`src/rtl/lpcd_pkg.sv`:
```
// ----------------------------------------------------------------------------
// lpcd_pkg
// Shared types and constants for the length-prefixed code decoder.
// ----------------------------------------------------------------------------
`default_nettype none

package lpcd_pkg;

  localparam int CHAR_W         = 8;  // table character
  localparam int LEN_W          = 3;  // code length / length field value
  localparam int CODE_W         = 7;  // bit accumulator, widest code
  localparam int LEN_FIELD_BITS = 3;  // bits in a segment length field
  localparam int QUEUE_DEPTH    = 2;  // command queue between front and back

  localparam logic KIND_CHAR = 1'b0;
  localparam logic KIND_EOM  = 1'b1;

  typedef enum logic [1:0] {
    REQ_START  = 2'd0,
    REQ_HEADER = 2'd1,
    REQ_BIT    = 2'd2,
    REQ_NOP    = 2'd3
  } req_t;

  typedef enum logic [1:0] {
    OP_WRITE  = 2'd0,
    OP_LOOKUP = 2'd1,
    OP_EOM    = 2'd2
  } op_t;

  typedef enum logic {
    DEC_LENGTH = 1'b0,
    DEC_CODE   = 1'b1
  } dec_state_t;

  // One unit of work for the back end: a table write, a lookup or an
  // end-of-message marker. hit says the looked-up slot holds header data.
  typedef struct packed {
    op_t               op;
    logic [LEN_W-1:0]  len;
    logic [CODE_W-1:0] code;
    logic [CHAR_W-1:0] data;
    logic              hit;
  } cmd_t;

endpackage

`default_nettype wire

```
`src/rtl/lpcd_queue.sv`:
```
// ----------------------------------------------------------------------------
// lpcd_queue
// Short command queue that decouples the front end from the table back end.
// ----------------------------------------------------------------------------
`default_nettype none

module lpcd_queue (
  input  wire logic           clk,
  input  wire logic           rst_n,
  input  wire logic           push,
  input  wire lpcd_pkg::cmd_t push_cmd,
  output logic                full,
  input  wire logic           pop,
  output logic                head_valid,
  output lpcd_pkg::cmd_t      head_cmd
);

  localparam int DEPTH = lpcd_pkg::QUEUE_DEPTH;
  localparam int PW    = $clog2(DEPTH);
  localparam int CNTW  = $clog2(DEPTH + 1);

  lpcd_pkg::cmd_t   mem_r [DEPTH];
  logic [PW-1:0]    wptr_r, wptr_nxt;
  logic [PW-1:0]    rptr_r, rptr_nxt;
  logic [CNTW-1:0]  count_r, count_nxt;

  function automatic logic [PW-1:0] ptr_inc(input logic [PW-1:0] p);
    return (p == PW'(DEPTH - 1)) ? '0 : p + PW'(1);
  endfunction

  assign full       = (count_r == CNTW'(DEPTH));
  assign head_valid = (count_r != '0);
  assign head_cmd   = mem_r[rptr_r];

  always_comb begin
    wptr_nxt  = push ? ptr_inc(wptr_r) : wptr_r;
    rptr_nxt  = pop  ? ptr_inc(rptr_r) : rptr_r;
    count_nxt = count_r + CNTW'(push) - CNTW'(pop);
  end

  always_ff @(posedge clk) begin
    if (!rst_n) begin
      wptr_r  <= '0;
      rptr_r  <= '0;
      count_r <= '0;
    end else begin
      wptr_r  <= wptr_nxt;
      rptr_r  <= rptr_nxt;
      count_r <= count_nxt;
    end
  end

  always_ff @(posedge clk) begin
    if (push) begin
      mem_r[wptr_r] <= push_cmd;
    end
  end

endmodule

`default_nettype wire

```
`config.mk`:
```
export PLATFORM = sky130hd
export DESIGN_NAME = lpcd_queue
export DESIGN_NICKNAME = d
export VERILOG_FILES = /design/src/rtl/lpcd_pkg.sv /design/src/rtl/lpcd_queue.sv
export SDC_FILE = /design/constraint.sdc
export NUM_CORES = 1
export LEC_CHECK = 0
export BUFFER_PORTS_ARGS = -buffer_cell sky130_fd_sc_hd__buf_2
export CORE_ASPECT_RATIO = 1.75
export CORE_MARGIN = 2
export CORE_UTILIZATION = 25
export CTS_BUF_LIST = sky130_fd_sc_hd__clkbuf_8 sky130_fd_sc_hd__clkbuf_16
export DETAILED_ROUTE_END_ITERATION = 10
export PLACE_DENSITY = 0.56
export SKIP_LAST_GASP = 1
export SYNTH_ARGS = -nofsm -noshare
export SYNTH_HDL_FRONTEND = slang
export SYNTH_SLANG_ARGS = --single-unit
```
`constraint.sdc`:
```
create_clock -name clk -period 2 [get_ports clk]
set_input_delay 0.2 -clock clk [delete_from_list [all_inputs] [get_ports clk]]
set_output_delay 0.2 -clock clk [all_outputs]
set_load 0.01 [all_outputs]
```
Word level (Yosys, flattened, before mapping)
Memories as Yosys holds them, arrays and structs flattened. A register that Yosys moved wholly into a read port is not among the register bits.
Index checks and enable logic that the tools add are counted.
Cells by class
  add/subtract/negate cells: 4
  eq/ne operators: 1
  muxes and demuxes: 6
  reduce and logical (&&, ||, !) cells: 1
Operators by type and width (number)
  1-bit 2-to-1 mux: 6
  1-bit adder (second input constant): 2
  2-bit by 1-bit adder with 2-bit output: 1
  2-bit == test (second input constant): 1
  2-bit nonzero test: 1
  2-bit by 1-bit subtractor with 2-bit output: 1
Storage, ports and cells
  register bits after elaboration: 4
  bits in writable memories: 42
  bits of input ports: 25
  output and inout port bits: 23
  word-level logic and storage cells: 16
  memories: 1
Memories
  mem_r: depth 2, width 21, read ports 1, clocked after memory_dff 1, wr ports 1, line lpcd_queue.sv:22  | lpcd_pkg::cmd_t mem_r [DEPTH];

Longest topological paths before layout
Gate-level depths: netlist of the first run.
  depth in word-level cells: 4
  gate-level depth with buffers: 6
  gate-level depth less buffers: 6

Least setup slack after synthesis of the first run
OpenSTA, ideal clock, no wires.
  path kind: reg-to-reg
  from: register wptr_r
  to: memory mem_r[0][0] (netlist bit), enable pin
  library setup time: 403 ps
  arrival: 1296 ps
  required time: 1597 ps
  slack: 301 ps
  stages on the path, launching flop included: 2
  path buffers: 0
  period minus slack after synthesis: 1699 ps
  cells stage by stage: dfxtp_1 nor2b_1
RTL lines
  start: declaration: line lpcd_queue.sv:23  | logic [PW-1:0] wptr_r, wptr_nxt;
  start signal: assignment: line lpcd_queue.sv:47  | wptr_r <= wptr_nxt;
  end: declaration: line lpcd_queue.sv:22
No word-level cell before the write port.

==> results of run 1 <==
[cells by family (layout without fill, tap and decap cells)]
kind of cell / count (synthesis) / after routing
AOI/OAI and AO/OA: 1 / 1
muxes: 21 / 21
xor gates and xnor gates: 2 / 2
adders and majority gates: 2 / 2
and+or+nand+nor: 9 / 9
buffers and inverters: 4 / 61
DFF: 47 / 47
[state kept, by name (all words and copies together) (netlist names), named ones only]
signal	count
mem_r	42
count_r	2
rptr_r	1
wptr_r	1
[layer usage]
metal / GRT usage [%] / vias to the layer above / wire [um]
li1: - / 437 / -
met1: 8.34 / 437 / 1080
met2: 16.2 / 30 / 1770
met3: 2.58 / 4 / 184
met4: 3.20 / 0 / 28
met5: 0 / - / 0
[synthesized netlist by cell type]
cell type,count
and2_1,4
buf_6,2
dfxtp_1,5
edfxtp_1,42
ha_1,2
inv_1,2
mux2_1,1
mux2_4,20
nor2b_1,4
o21a_1,1
or2_1,1
xnor3_1,1
xor2_1,1
[stage by stage]
step	utilization [%]	total power, mW	std cells
3_3_place_gp	31.0	1.48	221
5_1_grt	33.1	2.36	229
4_1_cts	33.1	2.30	229
2_1_floorplan	-	1.36	86
3_5_place_dp	31.0	1.49	221
6_report	33.1	2.26	229
[power by group through the flow]
stage	Clock (mW)	Sequential (mW)	Combinational, mW
2_1_floorplan	0	1.17	0.193
3_3_place_gp	0	1.17	0.308
3_5_place_dp	0	1.18	0.318
4_1_cts	0.820	1.16	0.319
5_1_grt	0.858	1.16	0.340
6_report	0.799	1.15	0.310
[final timing paths]
check	from	to	slack (ps)	cells past startpoint
setup / recovery	flop	head_cmd[9]	450	3
hold / removal	push_cmd[2]	mem_r[0][2]$_DFFE_PP_	100	1
setup reg to reg	count_r[0]$_SDFF_PN0_	count_r[1]$_SDFF_PN0_	740	6
hold reg to reg	rptr_r$_SDFFE_PN0P_	rptr_r$_SDFFE_PN0P_	580	2
[worst reg2reg max path, stage by stage, from the launching register on]
cell	delay, ps
dfxtp_1	350
inv_1	50
ha_1	260
inv_1	60
ha_1	160
xnor3_1	220
nor2b_1	110
[cell type report]
type / count / area share [%]
clock buffer: 6 / 5.88
timing repair buffer: 51 / 12.8
tap: 86 / 4.56
multi-input combinational: 35 / 18.4
inverter: 2 / 0.318
clock inverter: 2 / 0.371
sequential: 47 / 57.7
==> flow_summary.ini, run 1 <==
[cells_and_area]
fill_cells = 686
final_common_cell = buf_2
ff_latch_area_sq_um = 1360
drive_gt1_share_pct = 55.2
stdcell_area_sq_um = 2360
final_cell_mix = 47 x buf_2, 42 x edfxtp_1, 20 x mux2_4, 5 x dfxtp_1, 5 x clkbuf_16
syn2layout_area_growth_pct = 29.5
num-nets-final = 169
multi_input_area_sq_um = 434
diodes = 0

[synthesis]
synth.area.mux_share_pct = 17.1
synthXorXnorAreaFrac_pct = 1.72
synth_compound_area_share_pct = 0.412
ys_types = 13
yosysTopAreaCellShare_pct = 69.2
synth_cells = 86
ys.warnings.count = 0
ys_ff_latch = 47
syn-mean-instance-area_sq_um = 21.2
synth_simple_gate_area_share_pct = 3.09
synth_area_sq_um = 1820
synth_largest_area_cell = edfxtp_1
synth_top_family_by_area = multiplexers
synth_area_leaders = edfxtp_1 69%, mux2_4 16%, dfxtp_1 5.5%, and2_1 1.4%, ha_1 1.4%
syn_nets = 113
yosysSeqAreaShare_pct = 74.7
synthAdderAreaFrac_pct = 1.37

[pwr]
p_comb_share_pct = 13.7
netSwitchingFraction_pct = 20.6
power_density_nw_per_um2 = 959
clkPwrFrac_pct = 35.3
seqPwrFrac_pct = 51.0
p_switching_uw = 466
internal_power_mw = 1.80
max-vdd-ir-drop_uv = 708
power_leakage_nw = 0.954

[place]
place_area_sq_um = 2210
dp_slack_ps = 718
io_buffers = 47
place.gp.congestion = 0.717
post-dp-hpwl_um = 2350

[timing]
hold_viol_final = 0
timing.hold.ws_ps = 105
fin_tns_setup_ps = 0
worst_pin_slew_ps = 426
slew_headroom_pct = 71.4
rsz0062_at_grt = no
period_needed_ps = 1550
drv_slew = 0
setup_viol_count_final = 0
setup_ws_ps = 451
fin_crit_sh_pct = 77.5
clock_skew_ps = 4.96
clock.fmax_mhz = 645

[drt]
vias = 908
totalWireLength_um = 3070
drt-pass1-iter-count = 4
via_per_inst = 3.97
wl_per_cell_um = 13.4
ant_nets = 0
drc = 0
first_iter_violations = 30

[grt]
overflow = 0
grt.total_usage_pct = 8.58
grt_pass1_vias = 1035
antenna_found_initial = 0
grt_start_max_net_pins = 17
grt_pass1_wl_um = 4860

[critical_path]
critPathKind = flop to output pin
worstPathRequired_ps = 1800
cp_top_family = flip-flops
slowest_stage = dfxtp_1
worstSetupEndpointType = output pin
cp_max_fo = 9
critPathBufInv = 2
crit_path_cell_trace = buf_4, mux2_1, buf_2
crit_arrival_ps = 1350
critical_path.startpoint_type = flop
crit_path_max_incr_delay_ps = 370

[clocking]
clockBufferDepth = 2
numCtsBuffers = 5
clock-root-buffer = clkbuf_16
post_cts.repair.setup_buffers = 0
ctsResizeCount = 0
cts_sinks = 47
tritoncts = yes
clk_latency_ps = 280
ctsHtreeMaxLevel = 2
cts_hold_buffers = 0
clk_pin_slew_ps = 60

[floorplanning]
core_sq_um = 7130
die_x_um = 68.6
initial_utilization_pct = 25.6
row_count = 41
fp.dieArea_sq_um = 8020
die_y_um = 117
top_level_ports = 48

[status]
outcome = finished clean

[worst_hold_path]
min_path_type = primary input to flop

[run]
cap_viol_max_count = 0
No activity file was read; power rests on OpenSTA's default activity.
==> inputs of run 2 (changes only) <==
--- a/config.mk
+++ b/config.mk
@@ -5,6 +5,7 @@
 export SDC_FILE = /design/constraint.sdc
 export NUM_CORES = 1
 export LEC_CHECK = 0
+export ABC_AREA = 1
 export BUFFER_PORTS_ARGS = -buffer_cell sky130_fd_sc_hd__buf_2
 export CORE_ASPECT_RATIO = 1.75
 export CORE_MARGIN = 2
==> constraint.sdc (replaced) <==
create_clock -name clk -period 1.5 [get_ports clk]
set_input_delay 0.15 -clock clk [delete_from_list [all_inputs] [get_ports clk]]
set_output_delay 0.15 -clock clk [all_outputs]
set_load 0.01 [all_outputs]
==> run 2 against run 1 <==
- clock skew decreased by 1.2 ps
- first-iteration DRC count increased by 3.3%
- die area is 0.13% lower
- sequential power up 33%
- area after synthesis fell by 0.14%
- non-clock buffer count up 3
- synthesized cell count rose by 14%
- critical endpoint unchanged
- cell count grew 6.6%
- sequential cell count unchanged
- wire length down 1.4%
==> flow_summary.ini, run 2 <==
[clocking]
post_cts.repair.setup_buffers = 0
cts_sinks = 47
clk_latency_ps = 280
numCtsBuffers = 5
clockBufferDepth = 2
clk_pin_slew_ps = 60
clock-root-buffer = clkbuf_16
cts_hold_buffers = 0
ctsHtreeMaxLevel = 2
tritoncts = yes

[synthesis]
synth_largest_area_cell = edfxtp_1
synth_cells = 98
yosysSeqAreaShare_pct = 74.8
ys_types = 11
async_flop_share_pct = 0
yosysMostFrequentCell = edfxtp_1
ys.warnings.count = 0
syn-mean-instance-area_sq_um = 18.6
synthTopCellsByCount = 42 x edfxtp_1, 20 x mux2_4, 9 x nand2_1
yosysTopAreaCellShare_pct = 69.3
syn_nets = 125
ys_ff_latch = 47
synth-edff-count = 42
synth_area_sq_um = 1820
synth_area_leaders = edfxtp_1 69%, mux2_4 16%, dfxtp_1 5.5%, nand2_1 1.9%, nor2_1 1.6%
ys.flop_type = edfxtp_1

[grt]
grt_pass1_vias = 996
grt_start_max_net_pins = 16
antenna_found_initial = 0
overflow = 0
grt_pass1_wl_um = 4600
grt.total_usage_pct = 8.39

[pwr]
power_density_nw_per_um2 = 1230
power_leakage_nw = 0.989
max-vdd-ir-drop_uv = 710

[cells_and_area]
reg_top3 = mem_r (42), count_r (2)
final_cell_mix = 47 x buf_2, 42 x edfxtp_1, 20 x mux2_4, 9 x nand2_1
diodes = 0
finalNonFillerCells = 244
stdcell_area_sq_um = 2390
final_common_cell = buf_2
largest_reg_flops = 42
syn2layout_area_growth_pct = 31.1
final_core_util_pct = 33.5
regMostFlops = mem_r
num-nets-final = 184
drive_gt1_share_pct = 52.5

[floorplanning]
initial_utilization_pct = 25.5
fp.dieArea_sq_um = 8010
top_level_ports = 48
die_y_um = 117
die_x_um = 68.5
core_sq_um = 7130
row_count = 41

[place]
placedCellCount = 235
place_area_sq_um = 2210
post-dp-hpwl_um = 2150
io_buffers = 47
place.gp.congestion = 0.645

[critical_path]
slowest_stage = dfxtp_4
cp_top_family = flip-flops
critical_path.startpoint_type = flop
crit_path_max_incr_delay_ps = 380
critPathKind = flop to output pin
worstSetupEndpointType = output pin
crit_arrival_ps = 1300
cp_max_fo = 6
critPathBufInv = 2
worstPathRequired_ps = 1350
crit_path_cell_trace = buf_6, mux2_2, buf_2

[run]
cap_viol_max_count = 0

[drt]
drt-pass1-iter-count = 3
ant_nets = 0
via_per_inst = 3.96
first_iter_violations = 31
wl_met3_um = 183
top_layer = met4
wl_met2_um = 1730
drc = 0
vias = 967
m1WireLength_um = 1030
wl_per_cell_um = 12.4
totalWireLength_um = 3030

[timing]
clock.fmax_mhz = 692
clock_skew_ps = 3.77
timing.hold.ws_ps = 50.5
drv_slew = 0
fin_crit_sh_pct = 96.4
slew_headroom_pct = 78.5
hold_viol_final = 0
period_needed_ps = 1450
worst_pin_slew_ps = 322
rsz0062_at_grt = no
setup_viol_count_final = 0

[status]
outcome = finished clean

[worst_hold_path]
min_path_type = primary input to flop
==> run 2: cell count changes after synthesis, moves of 4 or more <==
| cell | previous run | this run |
|---|---|---|
| and2_1 | 4 | 0 |
| nor2b_1 | 4 | 0 |
| inv_1 | 2 | 7 |
| nand2_1 | 0 | 9 |
| nor2_1 | 0 | 8 |
==> run 2: worst paths after layout <==
check,startpoint,endpoint,slack [ps],cells past startpoint
setup reg to reg,count_r[0]$_SDFF_PN0_,count_r[1]$_SDFF_PN0_,230,8
hold / removal,push_cmd[13],mem_r[1][13]$_DFFE_PP_,50,1
hold reg to reg,rptr_r$_SDFFE_PN0P_,flop,500,2
setup / recovery,flop,head_cmd[9],50,3
==> run 2: timing repair <==
action	CTS	global route
endpoints found under the setup margin	1	16
resized for setup	1	2
cloned	0	1
==> run 2: final cells by class <==
class | count | area, sq um
clock inverters | 3 | 15.0
fillers | 691 | 4740
well taps | 86 | 108
repair buffers | 54 | 334
multi-input cells | 42 | 413
clock buffers | 5 | 125
flip-flops and latches | 47 | 1370
inverters | 7 | 26.3
==> run 2: cell families (layout without fill, tap and decap cells) <==
family | count (synthesis) | after routing | share of synthesized area [%]
flip-flops | 47 | 47 | 74.8
multiplexers | 21 | 21 | 17.1
AND/OR/NAND/NOR | 18 | 18 | 3.78
buffers and inverters | 9 | 69 | 2.68
adder cells (fa/ha/maj) | 2 | 2 | 1.37
AO/OA/AOI/OAI | 1 | 1 | 0.275
==> run 2: worst register-to-register path: cells and delay by family, from the launching register on <==
kind	cells	cell delay (ps)
buf+inv	3	150
flops	1	330
compound gates	1	130
simple gates	2	120
fa+ha+maj	2	450
==> run 2: report_power, final <==
part / internal (mW) / leakage [nW] / switching (mW)
combinational: 0.193 / 0.488 / 0.170
sequential: 1.51 / 0.436 / 0.0243
clock: 0.604 / 0.0649 / 0.425
==> run 2: routing by layer <==
layer,GRT usage (%),vias up
met5,0,-
met4,5.60,0
met3,2.96,6
met2,14.9,30
met1,7.70,457
li1,-,474
==> run 2: stage by stage <==
stage / total power, mW / setup slack, ps / TNS (ps)
2_1_floorplan: 1.77 / 214 / 0
3_3_place_gp: 1.91 / 259 / 0
3_5_place_dp: 1.92 / 239 / 0
4_1_cts: 2.97 / -11.3 / -27.8
5_1_grt: 3.08 / 0.713 / 0
6_report: 2.93 / 54.7 / 0
