[src/rtl/lpcd_pkg.sv]
// ----------------------------------------------------------------------------
// lpcd_pkg
// Shared types and constants for the length-prefixed code decoder.
// ----------------------------------------------------------------------------
`default_nettype none

package lpcd_pkg;

  localparam int CHAR_W         = 8;  // table character
  localparam int LEN_W          = 3;  // code length / length field value
  localparam int CODE_W         = 7;  // bit accumulator, widest code
  localparam int LEN_FIELD_BITS = 3;  // bits in a segment length field
  localparam int QUEUE_DEPTH    = 2;  // command queue between front and back

  localparam logic KIND_CHAR = 1'b0;
  localparam logic KIND_EOM  = 1'b1;

  typedef enum logic [1:0] {
    REQ_START  = 2'd0,
    REQ_HEADER = 2'd1,
    REQ_BIT    = 2'd2,
    REQ_NOP    = 2'd3
  } req_t;

  typedef enum logic [1:0] {
    OP_WRITE  = 2'd0,
    OP_LOOKUP = 2'd1,
    OP_EOM    = 2'd2
  } op_t;

  typedef enum logic {
    DEC_LENGTH = 1'b0,
    DEC_CODE   = 1'b1
  } dec_state_t;

  // One unit of work for the back end: a table write, a lookup or an
  // end-of-message marker. hit says the looked-up slot holds header data.
  typedef struct packed {
    op_t               op;
    logic [LEN_W-1:0]  len;
    logic [CODE_W-1:0] code;
    logic [CHAR_W-1:0] data;
    logic              hit;
  } cmd_t;

endpackage

`default_nettype wire

[src/rtl/lpcd_front.sv]
// ----------------------------------------------------------------------------
// lpcd_front
// Classifies accepted items, tracks the table fill pointer and the bit
// decoder, and issues table writes, lookups and end-of-message commands.
// ----------------------------------------------------------------------------
`default_nettype none

module lpcd_front #(
  parameter int MAX_CODE_LEN = 7
) (
  input  wire logic                                clk,
  input  wire logic                                rst_n,
  input  wire logic                                in_accept,
  input  wire logic [1:0]                          in_req_type,
  input  wire logic [lpcd_pkg::CHAR_W-1:0]         in_header_char,
  input  wire logic                                in_code_bit,
  output logic                                     cmd_valid,
  output lpcd_pkg::cmd_t                           cmd
);

  localparam int MW = MAX_CODE_LEN;
  localparam int CW = lpcd_pkg::CODE_W;
  localparam int LW = lpcd_pkg::LEN_W;
  localparam logic [LW-1:0] MAX_LEN     = LW'(MAX_CODE_LEN);
  localparam logic [LW-1:0] FIELD_COUNT = LW'(lpcd_pkg::LEN_FIELD_BITS);

  logic [LW-1:0]          fill_len_r, fill_len_nxt;
  logic [MW-1:0]          fill_idx_r, fill_idx_nxt;
  lpcd_pkg::dec_state_t   state_r, state_nxt;
  logic [LW-1:0]          seg_len_r, seg_len_nxt;
  logic [LW-1:0]          cnt_r, cnt_nxt;
  logic [CW-1:0]          acc_r, acc_nxt;

  logic [MW-1:0]          limit;
  logic [MW-1:0]          idx_tmp;
  logic [CW-1:0]          acc_shift;
  logic [LW-1:0]          cnt_inc;
  logic [CW-1:0]          seg_ones;
  lpcd_pkg::req_t         req;

  always_ff @(posedge clk) begin
    if (!rst_n) begin
      fill_len_r <= LW'(1);
      fill_idx_r <= '0;
      state_r    <= lpcd_pkg::DEC_LENGTH;
      seg_len_r  <= '0;
      cnt_r      <= '0;
      acc_r      <= '0;
    end else begin
      fill_len_r <= fill_len_nxt;
      fill_idx_r <= fill_idx_nxt;
      state_r    <= state_nxt;
      seg_len_r  <= seg_len_nxt;
      cnt_r      <= cnt_nxt;
      acc_r      <= acc_nxt;
    end
  end

  always_comb begin
    fill_len_nxt = fill_len_r;
    fill_idx_nxt = fill_idx_r;
    state_nxt    = state_r;
    seg_len_nxt  = seg_len_r;
    cnt_nxt      = cnt_r;
    acc_nxt      = acc_r;
    cmd_valid    = 1'b0;
    cmd          = '0;
    req          = lpcd_pkg::req_t'(in_req_type);
    // slots available at the current fill length
    limit        = ~({MW{1'b1}} << fill_len_r);
    idx_tmp      = fill_idx_r;
    acc_shift    = {acc_r[CW-2:0], in_code_bit};
    cnt_inc      = cnt_r + LW'(1);
    seg_ones     = ~({CW{1'b1}} << seg_len_r);

    if (in_accept) begin
      unique case (req)
        lpcd_pkg::REQ_START: begin
          // old table contents go stale through the fill pointer
          fill_len_nxt = LW'(1);
          fill_idx_nxt = '0;
          state_nxt    = lpcd_pkg::DEC_LENGTH;
          seg_len_nxt  = '0;
          cnt_nxt      = '0;
          acc_nxt      = '0;
        end
        lpcd_pkg::REQ_HEADER: begin
          if (fill_idx_r < limit) begin
            cmd_valid = 1'b1;
            cmd.op    = lpcd_pkg::OP_WRITE;
            cmd.len   = fill_len_r;
            cmd.code  = CW'(fill_idx_r);
            cmd.data  = in_header_char;
            idx_tmp   = fill_idx_r + MW'(1);
          end
          fill_idx_nxt = idx_tmp;
          if (idx_tmp >= limit && fill_len_r < MAX_LEN) begin
            fill_len_nxt = fill_len_r + LW'(1);
            fill_idx_nxt = '0;
          end
        end
        lpcd_pkg::REQ_BIT: begin
          acc_nxt = acc_shift;
          cnt_nxt = cnt_inc;
          unique case (state_r)
            lpcd_pkg::DEC_LENGTH: begin
              if (cnt_inc == FIELD_COUNT) begin
                acc_nxt = '0;
                cnt_nxt = '0;
                if (acc_shift[LW-1:0] == '0) begin
                  cmd_valid = 1'b1;
                  cmd.op    = lpcd_pkg::OP_EOM;
                end else begin
                  seg_len_nxt = acc_shift[LW-1:0];
                  state_nxt   = lpcd_pkg::DEC_CODE;
                end
              end
            end
            lpcd_pkg::DEC_CODE: begin
              if (cnt_inc == seg_len_r) begin
                acc_nxt = '0;
                cnt_nxt = '0;
                if (acc_shift == seg_ones) begin
                  // all-ones code closes the segment
                  state_nxt = lpcd_pkg::DEC_LENGTH;
                end else begin
                  cmd_valid = 1'b1;
                  cmd.op    = lpcd_pkg::OP_LOOKUP;
                  cmd.len   = seg_len_r;
                  cmd.code  = acc_shift;
                  // slot was written since the last start
                  cmd.hit   = (seg_len_r < fill_len_r) ||
                              (seg_len_r == fill_len_r && acc_shift < CW'(fill_idx_r));
                end
              end
            end
          endcase
        end
        lpcd_pkg::REQ_NOP: begin
        end
      endcase
    end
  end

endmodule

`default_nettype wire

[config.mk]
export PLATFORM = sky130hd
export DESIGN_NAME = lpcd_front
export DESIGN_NICKNAME = d
export VERILOG_FILES = /design/src/rtl/lpcd_pkg.sv /design/src/rtl/lpcd_front.sv
export SDC_FILE = /design/constraint.sdc
export NUM_CORES = 1
export LEC_CHECK = 0
export ABC_AREA = 0
export BUFFER_PORTS_ARGS = -buffer_cell sky130_fd_sc_hd__buf_2
export CORE_UTILIZATION = 57
export DETAILED_ROUTE_END_ITERATION = 8
export HOLD_SLACK_MARGIN = 0.02
export PLACE_DENSITY_LB_ADDON = 0.1
export SLEW_MARGIN = 20
export SYNTH_ARGS = -nofsm -noshare
export SYNTH_HDL_FRONTEND = slang
export SYNTH_SLANG_ARGS = --single-unit
[constraint.sdc]
create_clock -name clk -period 4.9 [get_ports clk]
set_clock_uncertainty 0.2 [all_clocks]
set_input_delay 0.49 -clock clk [delete_from_list [all_inputs] [get_ports clk]]
set_output_delay 0.49 -clock clk [all_outputs]
set_load 0.05 [all_outputs]
Yosys cells after proc, flatten, opt, wreduce, memory -nomap -nowiden
Index checks and enable logic that the tools add are counted.
{ "word_totals": {"ff_bits": 23, "inputBits": 14, "output_inout_bits": 22} }
{ "classes": {"add_sub_neg": 3, "order_cmp": 5, "eq_ne": 10, "n_shift": 2, "muxes": 46, "bitwise_logic": 3, "n_reduce_logical": 11} }
{ "ops": {"columns": ["op", "count"], "rows": [
  ["7-bit two-way mux", 4],
  ["12-bit one-hot mux with 2 select lines", 1],
  ["3-bit one-hot mux with 2 select lines", 4],
  ["6-bit one-hot mux with 2 select lines", 2],
  ["11-bit two-way mux", 2],
  ["21-bit two-way mux", 1],
  ["18-bit two-way mux", 1],
  ["3-bit two-way mux", 6],
  ["7-bit less-than comparator", 2],
  ["7-bit inverter", 2],
  ["7-bit one-hot mux with 2 select lines", 1],
  ["7-bit by 3-bit << shifter with 7-bit output, first input constant", 2],
  ["1-bit two-way mux", 13],
  ["6-bit two-way mux", 2],
  ["10-bit two-way mux", 1],
  ["8-bit two-way mux", 1],
  ["2-bit inequality test, second input constant", 4],
  ["1-bit one-hot mux with 2 select lines", 4],
  ["7-bit by 1-bit adder with 7-bit output, second input constant", 1],
  ["7-bit equality test", 1],
  ["7-bit greater-or-equal comparator", 1],
  ["3-bit by 1-bit adder with 3-bit output, second input constant", 2],
  ["3-bit equality test", 2],
  ["5-bit AND reduction", 1],
  ["15 further kinds", 19]
]} }

Longest topological paths before layout
Gate-level depths: netlist of run 1.
{ "logic_depth": {"word_depth": 10, "mapped_depth": 18} }

Worst setup path after synthesis of run 1
No wires, ideal clock.
{ "synth_path": {"kind": "register to output", "from": "reg fill_idx_r[2]", "to": "out cmd[0] in the netlist's numbering", "arrival_time_ns": 3.818, "t_required_ns": 4.210, "path_slack_ns": 0.392, "path_stages_with_launch": 8, "path_cell_list": "dfxtp_1 > buf_2 > inv_1 > ha_1 > a21o_1 > a211oi_1 > o21ai_0 > a2111oi_0"} }
{ "synth_rtl": {"columns": ["item", "line", "text"], "rows": [
  ["start: declaration", "lpcd_front.sv:28", "logic [MW-1:0] fill_idx_r, fill_idx_nxt;"],
  ["start signal: assignment", "lpcd_front.sv:51", "fill_idx_r <= fill_idx_nxt;"],
  ["end: declaration", "lpcd_front.sv:18", "output lpcd_pkg::cmd_t cmd"]
]} }

Worst setup path after layout of run 1
{ "layout_path": {"from": "reg fill_len_r[1]", "to": "reg fill_len_r[2]"} }
{ "layout_via": {"elab_chain_cells": 10} }
{ "layout_lines": {"columns": ["item", "line", "text"], "rows": [
  ["start: declaration", "lpcd_front.sv:27", "logic [LW-1:0] fill_len_r, fill_len_nxt;"],
  ["start signal: assignment", "lpcd_front.sv:50", "fill_len_r <= fill_len_nxt;"],
  ["7-bit by 3-bit << shifter with 7-bit output", "lpcd_front.sv:70", "limit = ~({MW{1'b1}} << fill_len_r);"],
  ["7-bit inverter", "lpcd_front.sv:70", null],
  ["7-bit less-than comparator", "lpcd_front.sv:88", "if (fill_idx_r < limit) begin"],
  ["7-bit two-way mux", "lpcd_front.sv:88", null],
  ["7-bit two-way mux", "lpcd_front.sv:77", "unique case (req)"],
  ["7-bit two-way mux", "lpcd_front.sv:76", "if (in_accept) begin"],
  ["7-bit greater-or-equal comparator", "lpcd_front.sv:97", "if (idx_tmp >= limit && fill_len_r < MAX_LEN) begin"],
  ["1-bit logical AND", "lpcd_front.sv:97", null],
  ["2-bit inequality test (no line)", null, null],
  ["3-bit AND reduction (no line)", null, null]
]} }
Parallel ways exist; a longest one is shown, timed or not. The select of a mux whose other input is x is not followed.
A chain may end at the register's enable or synchronous reset.

==> qor.csv, run 1 <==
metric,value,unit
powerDensity,153.6,nW/um^2
grt_usage,0.2809,
cp-end-kind,flip-flop,
yosysTopAreaCell,dfxtp_1,
ys.flop_type,dfxtp_1,
start_util,0.6093,
routed_wl,5623,um
multi_input_area,1713,um^2
synth_top_area_share,0.2019,
synth_fp_nets,331,
outcome,finished clean,
grtUsageMet3,0.03819,
mostFrequentLayoutCell,buf_2,
syn_avg_cell_area,8.003,um^2
worstSetupStartpointType,flip-flop,
synth_area,2281,um^2
crit_family,simple AND/OR/NAND/NOR gates,
synth_area_leaders,"dfxtp_1 20%, ha_1 18%, nor2b_1 4.1%, inv_1 3.9%, a22o_1 3.8%",
cts_buffers,3,
ctsHoldBuffers,0,
h-tree-depth,1,
cts_tree,built,
dieHeight,65.26,um
vdd_ir_drop_max,0.1374,mV
max_freq,220.3,MHz
vias,2220,
cpPeakStageDelay,540,ps
met2_usage,0.4369,
ant_nets,0,
critPathMostFrequentCell,ha_1,
grt_pass1_wl,9321,um
setup_violations,0,
ys_seq_area_frac,0.2019,
grt_use_met1,0.4034,
finalHoldViolCount,0,
finalNetCount,364,
grt_antenna_before_repair,0,
die-area,4259,um^2
post-route-util,0.6875,
holdCritStartpoint,fill_idx_r[6],
num_antenna_cells,0,
tightestPinTransition,1018,ps
rsz0062_at_grt,no,
dr.pass1.iters,4,
grt-ovfl-total,0,
ys_ff_latch,23,
worst-setup-path-type,flip-flop to flip-flop,
routedWlPerCell,15.41,um
drt_iter0_drc,181,
seqCellArea,460.4,um^2
gp_congestion,0.8719,
gr-max-usage-layer,met2,
finalCriticalPeriod,4539,ps
cts_buffer_depth,2,
syn_inst,285,
fillers,331,
drc,0,
maxSlewViolCount,0,
grt_max_degree,24,
clock-sinks,23,
relSlewSlack,0.3197,
drive_gt1_frac,0.1703,
cts_resized,0,
crit_path_start,fill_len_r[1],
clk_pin_slew,90,ps
hpwl,4199,um
area_growth,12.84,%
core_area,3744,um^2
path_max_fanout,10,
period_share,0.9263,
portBuffers,35,
maxCapViolCount,0,
io_pins,36,
synthArstFlopShare,0,
drt-vias-per-instance,6.082,
ys_types,53,
reg2reg_from,fill_len_r[1],
p_leak,1.122,nW
clkLatencyLatePin,270,ps
post_cts_buffers,0,
synth_warnings,0,
rows,22,
root_buffer,clkbuf_8,
synth-edff-count,0,
required,4870,ps
grt_pass1_vias,1979,
fp.dieW,65.26,um
power.total,0.0003953,W
fin_setup_tns,0,ps
crit_chain,inv_1 -> ha_1 -> or2b_1 -> ha_1 -> a41oi_1 -> o21ai_0 -> nor3_4 -> nand4_4 -> or3_1 -> nand2_1 -> ha_1 -> and3_1 -> nand3_1 -> or4_1 -> a22o_1 -> nand3_2 -> a21boi_1 -> a32o_1,
worstPathArrival,4510,ps
cp_slowest_cell,or4_1,
worst-path-buf-inv,1,
hold_path.class,flip-flop to flip-flop,
final_cell_mix,"35 x buf_2, 32 x ha_1, 24 x inv_1",
[registers in the layout, indices dropped and copies added, names as in the netlist]
signal and count:
state_r 1, cnt_r 3, seg_len_r 3, fill_len_r 3
acc_r 6, fill_idx_r 7
[cell type report]
class                           count  area share
Timing Repair Buffer               39     0.07973
Tap cell                           48     0.02333
Clock buffer                        4     0.01750
Inverter                           24     0.03500
Sequential cell                    23      0.1789
Multi-Input combinational cell    227      0.6655
[power by group]
group | total, W | switching [W] | internal [W]
logic | 0.0000795 | 0.0000493 | 0.0000302
registers | 0.000192 | 0.00000321 | 0.000189
clock network | 0.000124 | 0.0000657 | 0.0000582
total | 0.000395 | 0.000118 | 0.000277
[through the flow]
stage	hold slack [ps]	cells	setup WS [ps]	instance area [um^2]
2_1_floorplan	293.8	285	391.7	2281
3_3_place_gp	343.0	361	446.5	2500
3_5_place_dp	353.6	361	287.7	2505
4_1_cts	362.6	365	255.5	2550
6_report	363.7	365	361.2	2574
5_1_grt	399.2	365	62.82	2574
[worst min-delay path: cells and delay by family (launching register included)]
family | cells | cell delay, ps
DFF | 1 | 380
AOI/OAI and AO/OA | 1 | 50
and+or+nand+nor | 1 | 100
[worst paths after layout]
| path | to | slack [ps] | depth (start not counted) |
|---|---|---|---|
| max | fill_len_r[2] | 360 | 18 |
| min reg2reg | fill_idx_r[6] | 360 | 2 |
| min | fill_idx_r[6] | 360 | 2 |
| max reg2reg | fill_len_r[2] | 360 | 18 |
[layer usage]
metal	routed length, um	share of wire	vias to the layer above
met5	0	0	-
met4	72	0.013	0
met3	397	0.071	9
met2	2451	0.44	77
met1	2701	0.48	1022
li1	-	-	1112
[synthesized netlist by cell type, types with 5 or more instances]
library cell,number
a21oi_1,14
nor2_1,11
and3_1,5
ha_1,32
and2_1,9
nor3_1,5
dfxtp_1,23
nand2_1,23
or3_1,5
nand3_1,5
or4_1,6
nand2b_1,6
clkbuf_1,7
inv_1,24
a22oi_1,11
nor2b_1,15
o21ai_0,12
a22o_1,10
a21o_1,6
[kinds of logic after synthesis]
| family | count (synthesis) | synth area share |
|---|---|---|
| adder cells (fa/ha/maj) | 32 | 0.1755 |
| XOR/XNOR | 7 | 0.02688 |
| AO/OA/AOI/OAI | 78 | 0.2490 |
| AND/OR/NAND/NOR | 106 | 0.2688 |
| flip-flops | 23 | 0.2019 |
| multiplexers | 4 | 0.01810 |
| buffers and inverters | 35 | 0.05980 |
Note: power is estimated with default switching activity, not from simulation.
==> inputs of run 2 (changes only) <==
==> constraint.sdc (replaced) <==
create_clock -name clk -period 4.68 [get_ports clk]
set_clock_uncertainty 0.2 [all_clocks]
set_input_delay 0.468 -clock clk [delete_from_list [all_inputs] [get_ports clk]]
set_output_delay 0.468 -clock clk [all_outputs]
set_load 0.05 [all_outputs]
==> run 2 against run 1 <==
Critical path depth is the same. Cell area grew 0.24%. Non-clock buffer count is the same. Combinational power grew 4.9%. Clock power grew 4%. Largest cell class unchanged. Core utilization grew 0.17 points. Power grew 4.6%. Largest power group unchanged. Global-route usage shrank 1.2 points. Clock-buffer cell count shrank 1. Die area is the same. Worst hold slack lost 12 ps. Via count shrank 0.54%.
==> qor.csv, run 2 (synthesized netlist as in run 1, its figures left out) <==
metric,value,unit,change
outcome,finished clean,,
io_pins,36,,unchanged
die-area,4259,um^2,unchanged
largest_reg_flops,7,,unchanged
rsz0062_at_grt,no,,
start_util,0.6093,,unchanged
clk_pin_slew,90,ps,about the same
tightestPinTransition,1011,ps,-7.716 ps
grt-ovfl-total,0,,unchanged
crit_chain,inv_1 -> ha_1 -> or2b_1 -> ha_1 -> nand4_1 -> a311oi_2 -> nor3_4 -> buf_4 -> ha_1 -> inv_1 -> ha_1 -> nand2b_1 -> a211oi_1 -> nor4_1 -> o211ai_1 -> nand3_4 -> a21o_1 -> a21boi_0,,
holdCritStartpoint,fill_len_r[1],,
reg2reg_from,fill_len_r[0],,
fp.dieW,65.26,um,unchanged
worstPathArrival,4390,ps,-120 ps
root_buffer,clkbuf_8,,
relSlewSlack,0.3248,,+0.005156
min_to,fill_len_r[1],,
dieHeight,65.26,um,unchanged
ant_nets,0,,unchanged
h-tree-depth,1,,unchanged
cts_buffer_depth,2,,unchanged
cpPeakStageDelay,400,ps,-140 ps
num_antenna_cells,0,,unchanged
cp_slowest_cell,dfxtp_2,,
holdWs,351.8,ps,-11.88 ps
required,4670,ps,-200 ps
setup_violations,0,,unchanged
path_max_fanout,10,,unchanged
core_area,3744,um^2,unchanged
rr_endpoint,fill_idx_r[5],,
maxSlewViolCount,0,,unchanged
cts_tree,built,,
gp_congestion,0.9397,,+7.8%
vdd_ir_drop_max,0.2311,mV,+68%
drt_iter0_drc,194,,+7.2%
drc,0,,unchanged
largest-register,fill_idx_r,,
routedWlPerCell,14.78,um,-4.1%
hold_path.class,flip-flop to flip-flop,,
grt_usage,0.2687,,-0.01217
grt_pass1_wl,8832,um,-5.2%
hpwl,4078,um,-2.9%
portBuffers,35,,unchanged
grt_use_met1,0.3786,,-0.02482
dr.pass1.iters,4,,unchanged
met2_usage,0.4124,,-0.02448
drive_gt1_frac,0.1767,,+0.006309
finalNetCount,364,,unchanged
gr-max-usage-layer,met2,,
final_cell_mix,"35 x buf_2, 32 x ha_1, 24 x inv_1",,
mostFrequentLayoutCell,buf_2,,
crit_family,compound AO/OA/AOI/OAI gates,,
grt_antenna_before_repair,0,,unchanged
grt_pass1_vias,1883,,-4.9%
vias,2208,,-0.54%
maxCapViolCount,0,,unchanged
fin_setup_tns,0,ps,unchanged
p_leak,1.131,nW,+0.86%
grtUsageMet3,0.04514,,+0.006944
critPathMostFrequentCell,ha_1,,
powerDensity,160.3,nW/um^2,+4.4%
finalCriticalPeriod,4400,ps,-138.6 ps
cp-end-kind,flip-flop,,
cts_buffers,3,,unchanged
ff2ff_setup_slack,280,ps,-80 ps
reg2reg_depth,18,,unchanged
drt-vias-per-instance,6.049,,-0.54%
min_path_cells,1,,-1
max_freq,227.3,MHz,+3.2%
crit_path_start,fill_len_r[0],,
routed_wl,5395,um,-4.1%
rows,22,,unchanged
ctsHoldBuffers,0,,unchanged
grt_max_degree,24,,unchanged
finalHoldViolCount,0,,unchanged
worstSetupStartpointType,flip-flop,,
area_growth,13.11,%,
clkLatencyLatePin,270,ps,about the same
largestRegisters,"fill_idx_r: 7 flops, acc_r: 6 flops",,
period_share,0.9402,,+0.01392
worst-path-buf-inv,3,,+2
clock-sinks,23,,unchanged
worst-setup-path-type,flip-flop to flip-flop,,
[run 2: cell count changes in the layout (fill, tap and decap cells not counted)]
cell and delta:
a211oi_2 -1, nand3_4 +1, dfxtp_2 +2, clkbuf_1 -1, nor3_1 +1, nand3_1 -1
dfxtp_1 -2, a211oi_1 +1, clkinv_2 +1, nor3_2 -1
[run 2: stage by stage]
| step | cells | util | setup slack (ps) | cell area [um^2] | power (W) |
|---|---|---|---|---|---|
| 2_1_floorplan | 285 | - | 193.7 | 2281 | 0.0002617 |
| 5_1_grt | 365 | 0.6892 | 16.37 | 2580 | 0.0004336 |
| 3_3_place_gp | 361 | 0.6678 | 239.1 | 2500 | 0.0002844 |
| 4_1_cts | 365 | 0.6801 | 50.78 | 2546 | 0.0004117 |
| 3_5_place_dp | 361 | 0.6678 | 82.21 | 2500 | 0.0002854 |
| 6_report | 365 | 0.6892 | 279.8 | 2580 | 0.0004135 |
[run 2: final cells by class]
cell class,count,area (um^2)
clock inverters,1,5.005
well taps,48,60.06
fillers,314,1164
multi-input cells,227,1715
clock buffers,3,41.29
repair buffers,39,205.2
flip-flops and latches,23,462.9
inverters,24,90.09
[run 2: worst max path at each step]
stage | slack [ps] | depth (start not counted) | end
5_1_grt | 20 | 18 | fill_idx_r[5]
2_1_floorplan | 190 | 7 | cmd[0]
4_1_cts | 50 | 18 | fill_len_r[2]
3_3_place_gp | 240 | 18 | fill_len_r[0]
3_5_place_dp | 80 | 18 | fill_len_r[2]
6_report | 280 | 18 | fill_idx_r[5]
[run 2: power breakdown]
part,internal (W),switching (W)
clock,0.0000596,0.0000694
sequential,0.000198,0.00000344
combinational,0.0000319,0.0000515
[run 2: what timing repair did]
item                                    in CTS  in global routing
endpoints found under the setup margin       0                  9
buffers inserted                             0                  0
resized for setup                            0                  8
[run 2: metal layers]
layer  vias to the layer above  routed length [um]
li1                       1108                   -
met1                      1018                2652
met2                        76                2318
met3                         6                 362
met4                         0                  61
met5                         -                   0
